<file path="src/rtl/rtn_pkg.sv">
// Shared types and arithmetic helpers for the ray/triangle nearest-hit block.
package rtn_pkg;

    localparam int FRACTION_BITS = 16;
    localparam int W = 32;
    localparam int PW = 2 * W;
    localparam int QDEPTH = 2;

    localparam logic [2:0] REG_ORIGIN_X = 3'd0;
    localparam logic [2:0] REG_ORIGIN_Y = 3'd1;
    localparam logic [2:0] REG_ORIGIN_Z = 3'd2;
    localparam logic [2:0] REG_DIR_X    = 3'd3;
    localparam logic [2:0] REG_DIR_Y    = 3'd4;
    localparam logic [2:0] REG_DIR_Z    = 3'd5;
    localparam logic [2:0] REG_DET_EPS  = 3'd6;

    typedef logic signed [W-1:0] fx_t;
    typedef fx_t vec_t [3];

    typedef struct packed {
        fx_t ax, ay, az, bx, by, bz, cx, cy, cz;
        logic last;
    } tri_t;

    typedef enum logic [3:0] {
        ST_IDLE, ST_EDGE, ST_P, ST_DET, ST_U, ST_Q, ST_VNUM, ST_V, ST_T, ST_UPD, ST_PT,
        ST_OUT
    } state_t;

    function automatic fx_t sat32(input logic signed [PW+1:0] v);
        logic signed [PW+1:0] mx, mn;
        mx = '0;
        mx[W-2:0] = '1;
        mn = ~mx;
        if (v > mx) return fx_t'(32'h7fffffff);
        if (v < mn) return fx_t'(32'h80000000);
        return v[W-1:0];
    endfunction

    // floor(a*b / 2^F): arithmetic shift of the exact product
    function automatic logic signed [PW-1:0] mulq(input fx_t a, input fx_t b);
        logic signed [PW-1:0] pr;
        pr = PW'(a) * PW'(b);
        return pr >>> FRACTION_BITS;
    endfunction

    function automatic fx_t sub_sat(input fx_t a, input fx_t b);
        return sat32((PW+2)'(a) - (PW+2)'(b));
    endfunction

endpackage

</file>
<file path="src/rtl/rtn_front.sv">
// Front end: accept triangles into a short queue.
module rtn_front (
    input  logic          aclk,
    input  logic          aresetn,
    input  logic          in_valid,
    output logic          in_ready,
    input  rtn_pkg::tri_t in_tri,
    output logic          q_valid,
    input  logic          q_pop,
    output rtn_pkg::tri_t q_tri
);
    import rtn_pkg::*;

    tri_t       mem [QDEPTH];
    logic       wp_reg, rp_reg;
    logic [1:0] cnt_reg;
    logic       push;

    assign in_ready = cnt_reg != 2'(QDEPTH);
    assign push     = in_valid && in_ready;
    assign q_valid  = cnt_reg != 2'd0;
    assign q_tri    = mem[rp_reg];

    always_ff @(posedge aclk) begin
        if (push) mem[wp_reg] <= in_tri;
        if (!aresetn) begin
            wp_reg  <= 1'b0;
            rp_reg  <= 1'b0;
            cnt_reg <= 2'd0;
        end else begin
            if (push) wp_reg <= ~wp_reg;
            if (q_pop) rp_reg <= ~rp_reg;
            cnt_reg <= cnt_reg + 2'(push) - 2'(q_pop);
        end
    end
endmodule

</file>
<file path="config.mk">
export PLATFORM = sky130hd
export DESIGN_NAME = rtn_front
export DESIGN_NICKNAME = d
export VERILOG_FILES = /design/src/rtl/rtn_pkg.sv /design/src/rtl/rtn_front.sv
export SDC_FILE = /design/constraint.sdc
export NUM_CORES = 1
export LEC_CHECK = 0
export CAP_MARGIN = 20
export CORE_AREA = 2 2 225 227
export DETAILED_ROUTE_END_ITERATION = 6
export DIE_AREA = 0 0 227 229
export DONT_BUFFER_PORTS = 1
export RECOVER_POWER = 50
export SETUP_SLACK_MARGIN = 0.2
export SLEW_MARGIN = 20
export SYNTH_ARGS = -nofsm -noshare
export SYNTH_HDL_FRONTEND = slang
export SYNTH_SLANG_ARGS = --single-unit
</file>
<file path="constraint.sdc">
create_clock -name aclk -period 11.9 [get_ports aclk]
set_input_delay 2.38 -clock aclk [delete_from_list [all_inputs] [get_ports aclk]]
set_output_delay 2.38 -clock aclk [all_outputs]
set_load 0.02 [all_outputs]
</file>
==> results of run 1 <==
==> worst min-delay path by stage <==
stage / endpoint / slack [ns] / depth (start not counted)
5_1_grt: rp_reg$_SDFFE_PN0P_ / 0.61 / 2
3_3_place_gp: register / 0.56 / 2
6_report: register / 0.57 / 2
3_5_place_dp: register / 0.56 / 2
2_1_floorplan: wp_reg$_SDFFE_PN0P_ / 0.53 / 2
4_1_cts: register / 0.58 / 2
==> through the flow <==
stage	utilization (%)	power, mW	cell area [sq um]	setup WS [ns]
2_1_floorplan	-	3.11	21900	2.21
3_3_place_gp	45.5	3.16	22600	6.46
3_5_place_dp	45.5	3.17	22600	6.46
4_1_cts	49.1	4.90	24400	6.80
5_1_grt	49.1	5.00	24400	5.84
6_report	49.1	4.83	24400	6.12
==> where the power goes <==
group / internal, mW / total, mW / switching (mW)
registers: 2.47 / 2.51 / 0.0416
clock network: 0.982 / 1.71 / 0.729
logic: 0.205 / 0.610 / 0.405
==> synthesized netlist by cell type, drive strengths merged <==
master,count
buf,32
a211o,1
and2,3
dfxtp,5
ha,1
or2,1
nand3b,2
xor2,1
nand2,2
xnor2,1
and3,1
nand3,1
nand2b,1
a211oi,1
inv,2
mux2,289
nor4b,1
mux2i,1
a21bo,1
a21boi,2
edfxtp,578
==> routing by layer <==
| layer | wire, um | share of wire, % | GRT usage [%] | vias up |
|---|---|---|---|---|
| met2 | 21800 | 50 | 27.3 | 397 |
| met4 | 1270 | 2.9 | 5.51 | 2 |
| li1 | - | - | - | 3777 |
| met1 | 14600 | 33 | 16.4 | 4320 |
| met3 | 5950 | 14 | 9.56 | 80 |
| met5 | 13 | 0.030 | 0 | - |
==> logic make-up after synthesis <==
family | after synthesis | synth area share (%)
xor gates and xnor gates | 2 | 0.0799
DFF | 583 | 79.6
AOI/OAI and AO/OA | 5 | 0.188
adders and majority gates | 1 | 0.0570
buffers and inverters | 34 | 1.48
and+or+nand+nor | 12 | 0.336
muxes | 290 | 18.3
==> worst max-delay path, delay by kind of cell <==
kind / cells / cell delay [ns]
simple gates: 1 / 1.74
buf+inv: 2 / 1.66
==> layout make-up <==
cell class	instances	area, sq um
timing repair buffer	7	90.1
inverter	2	15.0
sequential	583	17500
fill	4037	25300
clock inverter	34	280
clock buffer	74	1510
multi-input combinational	310	4160
tap	672	841
==> metrics.txt, run 1 <==
GRT Util Overall 16.1%; RR Endpoint mem[1][156]$_DFFE_PP_; RSZ-0062 raised after global routing no; reported leakage power 8.27 nW; period utilization 48.6%; worst-margin pin slew 2.37 ns; Synth top area share 79.1%; Starting Density 44.2%; crit-path cells and3_1 -> buf_12 -> buf_4; failing checks capacitance limit, slew limit; status finished, violations left; Final setup viols 0; post-route minimum period 5.78 ns; crit path kind input pin to register; Crit path largest cell delay 1.74 ns; maxcap violations 1; Critical Path AT 5.99 ns; CTS tree built; Post-CTS Hold Fix Bufs 0; Mapped Cells 927; CTS Buf Count 58; cts repair resizes 0; synthesized area 0.0219 sq mm; Pre-antenna DRT Iters 4; Critical Path Source Type input pin; Die W 227 um; Worst setup startpoint in_valid; max reg flops 578; r2r setup slk 7.11 ns; register area share after synthesis 79.6%; Chip Height 229 um; Post-Syn Nets 1221; DR WL/cell 26.0 um; initial antenna violation count 1; crit path to mem[1][156]$_DFFE_PP_; type of the worst min-delay path register to register; Max-slew headroom -58.1%; Clock transition at path regs 0.06 ns; Inst Count DP 1574; Max FO, Critical Path 170; Layout Skew 0.0138 ns; Worst Reg-to-Reg Cells 4; net count reported at finish 1256; smallest hold slack 0.572 ns; number of global-route vias before repair 8976; Vias 8576; # rows 82; setup TNS 0 ns; vias per inst 5.10; Inserted Diodes 0; CP Data Required Time 12.11 ns; ratio of cells with drive above 1 in the final layout 37.4%; fin cells 1682; commonest non-fill, non-tap cell in the layout edfxtp_1; Routed Antenna Nets 0; Root Buffer clkbuf_16; FMAX 0.173 GHz; clock sinks 583; dpl hpwl 29200 um; synth warn 0; Worst R2R Start cnt_reg[0]$_SDFF_PN0_; Mean Syn Cell Area 23.7 sq um; Syn-to-layout area delta 11.0%; post-synth top area cell edfxtp_1; largest cells by area after synthesis edfxtp_1, mux2_4, mux2_2; HP Start rp_reg$_SDFFE_PN0P_; drt total wl 43700 um; GPL Wtd Cong 0.768; clock insertion delay at the later pin of the skew report 0.59 ns; Yosys cell types 24; largest net degree at the start of global routing 171; Slew Limit Fails 47; GRT Residual Overflow 0; Die Area 0.0520 sq mm; CORE AREA 0.0497 sq mm; Ports 584; #FFs+latches synth 583; number of port buffers 0; first-pass GRT wire length 60600 um; DRC errors left 0; worst ir drop on vdd 0.142 mV; slowest CP cell and3_1; count of final hold-check violations 0; clock buffer depth 3; H-Tree Level Count 2; commonest non-fill, non-tap cells in the layout edfxtp_1, mux2_4, mux2_2; CP endpoint kind register; cell area power density 198 mW/mm^2; Post-CTS Setup Inserts 0; drt initial violations 526
No activity file was read; power rests on OpenSTA's default activity.
==> inputs of run 2 (changes only) <==
--- a/config.mk
+++ b/config.mk
@@ -6,9 +6,9 @@
 export NUM_CORES = 1
 export LEC_CHECK = 0
 export CAP_MARGIN = 20
-export CORE_AREA = 2 2 225 227
+export CORE_AREA = 2 2 224 226
 export DETAILED_ROUTE_END_ITERATION = 6
-export DIE_AREA = 0 0 227 229
+export DIE_AREA = 0 0 226 228
 export DONT_BUFFER_PORTS = 1
 export RECOVER_POWER = 50
 export SETUP_SLACK_MARGIN = 0.2
==> constraint.sdc (replaced) <==
create_clock -name aclk -period 4.63 [get_ports aclk]
set_input_delay 0.926 -clock aclk [delete_from_list [all_inputs] [get_ports aclk]]
set_output_delay 0.926 -clock aclk [all_outputs]
set_load 0.02 [all_outputs]
==> run 2 against run 1 <==
The flow still finishes with violations (capacitance limit, slew limit). Die area decreased by 0.88%. Via count up 0.92%. Combinational power grew to 2.6 times the previous value. Utilization grew 0.71 points. Cell count up 1.1%. Critical path type is now register to register. Clock power grew to 2.6 times the previous value. Hold slack worse by 0.17 ns. First-iteration DRC count decreased by 9.1%. Register-to-register slack got worse by 6.2 ns. Highest routed layer unchanged. Clock-buffer cell count is 2 higher. Sequential power grew to 2.6 times the previous value. Critical endpoint is now mem[0][104]$_DFFE_PP_. Setup slack worse by 5.2 ns.
==> metrics.txt, run 2 (synthesized netlist as in run 1, its figures left out) <==
status finished, violations left; failing checks capacitance limit, slew limit; Clock transition at path regs 0.06 ns; drt initial violations 478; CP endpoint kind register; Critical Path AT 3.85 ns; Pre-antenna DRT Iters 4; maxcap violations 3; Vias 8655; Crit path largest cell delay 1.59 ns; FMAX 0.272 GHz; post-layout util 49.8%; cell area power density 507 mW/mm^2; clock buffer depth 3; Max FO, Critical Path 88; RSZ-0062 raised after global routing no; GRT Util Overall 16.6%; Ports 584; GPL Wtd Cong 0.831; type of the worst min-delay path input pin to register; Root Buffer clkbuf_16; period utilization 79.4%; Syn-to-layout area delta 11.9%; CTS tree built; CTS Buf Count 59; crit-path cells nand2b_1 -> nand3b_1 -> clkinvlp_2 -> buf_2; Post-CTS Setup Inserts 0; count of final hold-check violations 0; vias per inst 5.09; RR Endpoint mem[0][104]$_DFFE_PP_; CORE AREA 0.0493 sq mm; H-Tree Level Count 2; net count reported at finish 1271; Worst Reg-to-Reg Cells 4; number of port buffers 0; ratio of cells with drive above 1 in the final layout 38.6%; DRC errors left 0; Top delay family on crit path buffers and inverters; Layout Skew 0.0148 ns; reported leakage power 8.35 nW; Chip Height 228 um; hold path endpoint mem[1][109]$_DFFE_PP_; Worst R2R Start cnt_reg[0]$_SDFF_PN0_; area of the multi-input gates 0.00416 sq mm; smallest hold slack 0.401 ns; Max-slew headroom -42.5%; Critical Path Source Type register; Die W 226 um; Slew Limit Fails 180; buffers and inverters on the worst path 2; Starting Density 44.5%; Hold Crit Depth 0; dpl cell area 0.0227 sq mm; GRT Residual Overflow 0; initial antenna violation count 3; dpl hpwl 30600 um; CP Data Required Time 4.81 ns; Final setup viols 0; commonest non-fill, non-tap cells in the layout edfxtp_1, mux2_4, mux2_2; worst ir drop on vdd 0.420 mV; clock sinks 583; slowest CP cell buf_2; clock insertion delay at the later pin of the skew report 0.62 ns; Fillers 3907; design area 0.0246 sq mm; largest net degree at the start of global routing 105; Post-CTS Hold Fix Bufs 0; drt total wl 43900 um; # rows 82; cts repair resizes 0; Register Area 0.0175 sq mm; first-pass GRT wire length 61800 um; HP Start in_tri[109]; max reg flops 578; DR WL/cell 25.8 um; post-route minimum period 3.68 ns; worst-margin pin slew 2.14 ns; commonest non-fill, non-tap cell in the layout edfxtp_1; crit path kind register to register; r2r setup slk 0.95 ns; Routed Antenna Nets 0; number of global-route vias before repair 9172; Die Area 0.0515 sq mm
-- run 2: report_power, final --
group / switching (mW) / internal [mW] / total [mW]
Sequential: 0.113 / 6.34 / 6.46
Combinational: 1.04 / 0.541 / 1.58
Clock: 1.92 / 2.50 / 4.43
Total: 3.07 / 9.39 / 12.5
-- run 2: area by class of cell --
cell class / count / area share [%]
diodes: 4 / 0.0408
clock buffers: 76 / 6.36
repair buffers: 21 / 1.01
well taps: 672 / 3.42
multi-input cells: 310 / 16.9
inverters: 2 / 0.0357
clock inverters: 32 / 1.08
flip-flops and latches: 583 / 71.1
-- run 2: per-stage QoR --
| stage | setup TNS (ns) | power, mW | instances | worst slack, ns |
|---|---|---|---|---|
| floorplan | -401.95 | 7.93 | 927 | -1.14 |
| global placement | 0 | 8.15 | 1588 | 1.92 |
| detailed placement | 0 | 8.17 | 1588 | 1.89 |
| CTS | 0 | 12.6 | 1696 | 1.21 |
| global route | 0 | 12.9 | 1698 | 0.626 |
| finish | 0 | 12.5 | 1700 | 0.953 |
-- run 2: worst max-delay path by stage --
stage | start | end | slack [ns] | cells after the start
floorplan | in_valid | mem[0][0]$_DFFE_PP_ | -1.14 | 2
global placement | register | q_tri[33] | 1.92 | 2
detailed placement | register | q_tri[33] | 1.89 | 2
CTS | register | q_tri[33] | 1.21 | 2
global route | cnt_reg[0]$_SDFF_PN0_ | mem[0][99]$_DFFE_PP_ | 0.63 | 4
finish | cnt_reg[0]$_SDFF_PN0_ | mem[0][104]$_DFFE_PP_ | 0.95 | 4
-- run 2: per-layer routing --
layer	part of all wire [%]	routed length [um]	up-vias	GRT usage, %
met5	0.030	13	-	0
met4	3.9	1690	2	7.53
met3	12	5480	99	9.14
met2	51	22400	394	28.3
met1	33	14300	4350	16.4
li1	-	-	3810	-
-- run 2: worst reg2reg max path, stage by stage, from the launching register on --
cell        delay (ns)
dfxtp_1           0.36
nand2b_1          0.37
nand3b_1          0.16
clkinvlp_2        0.61
buf_2             1.60
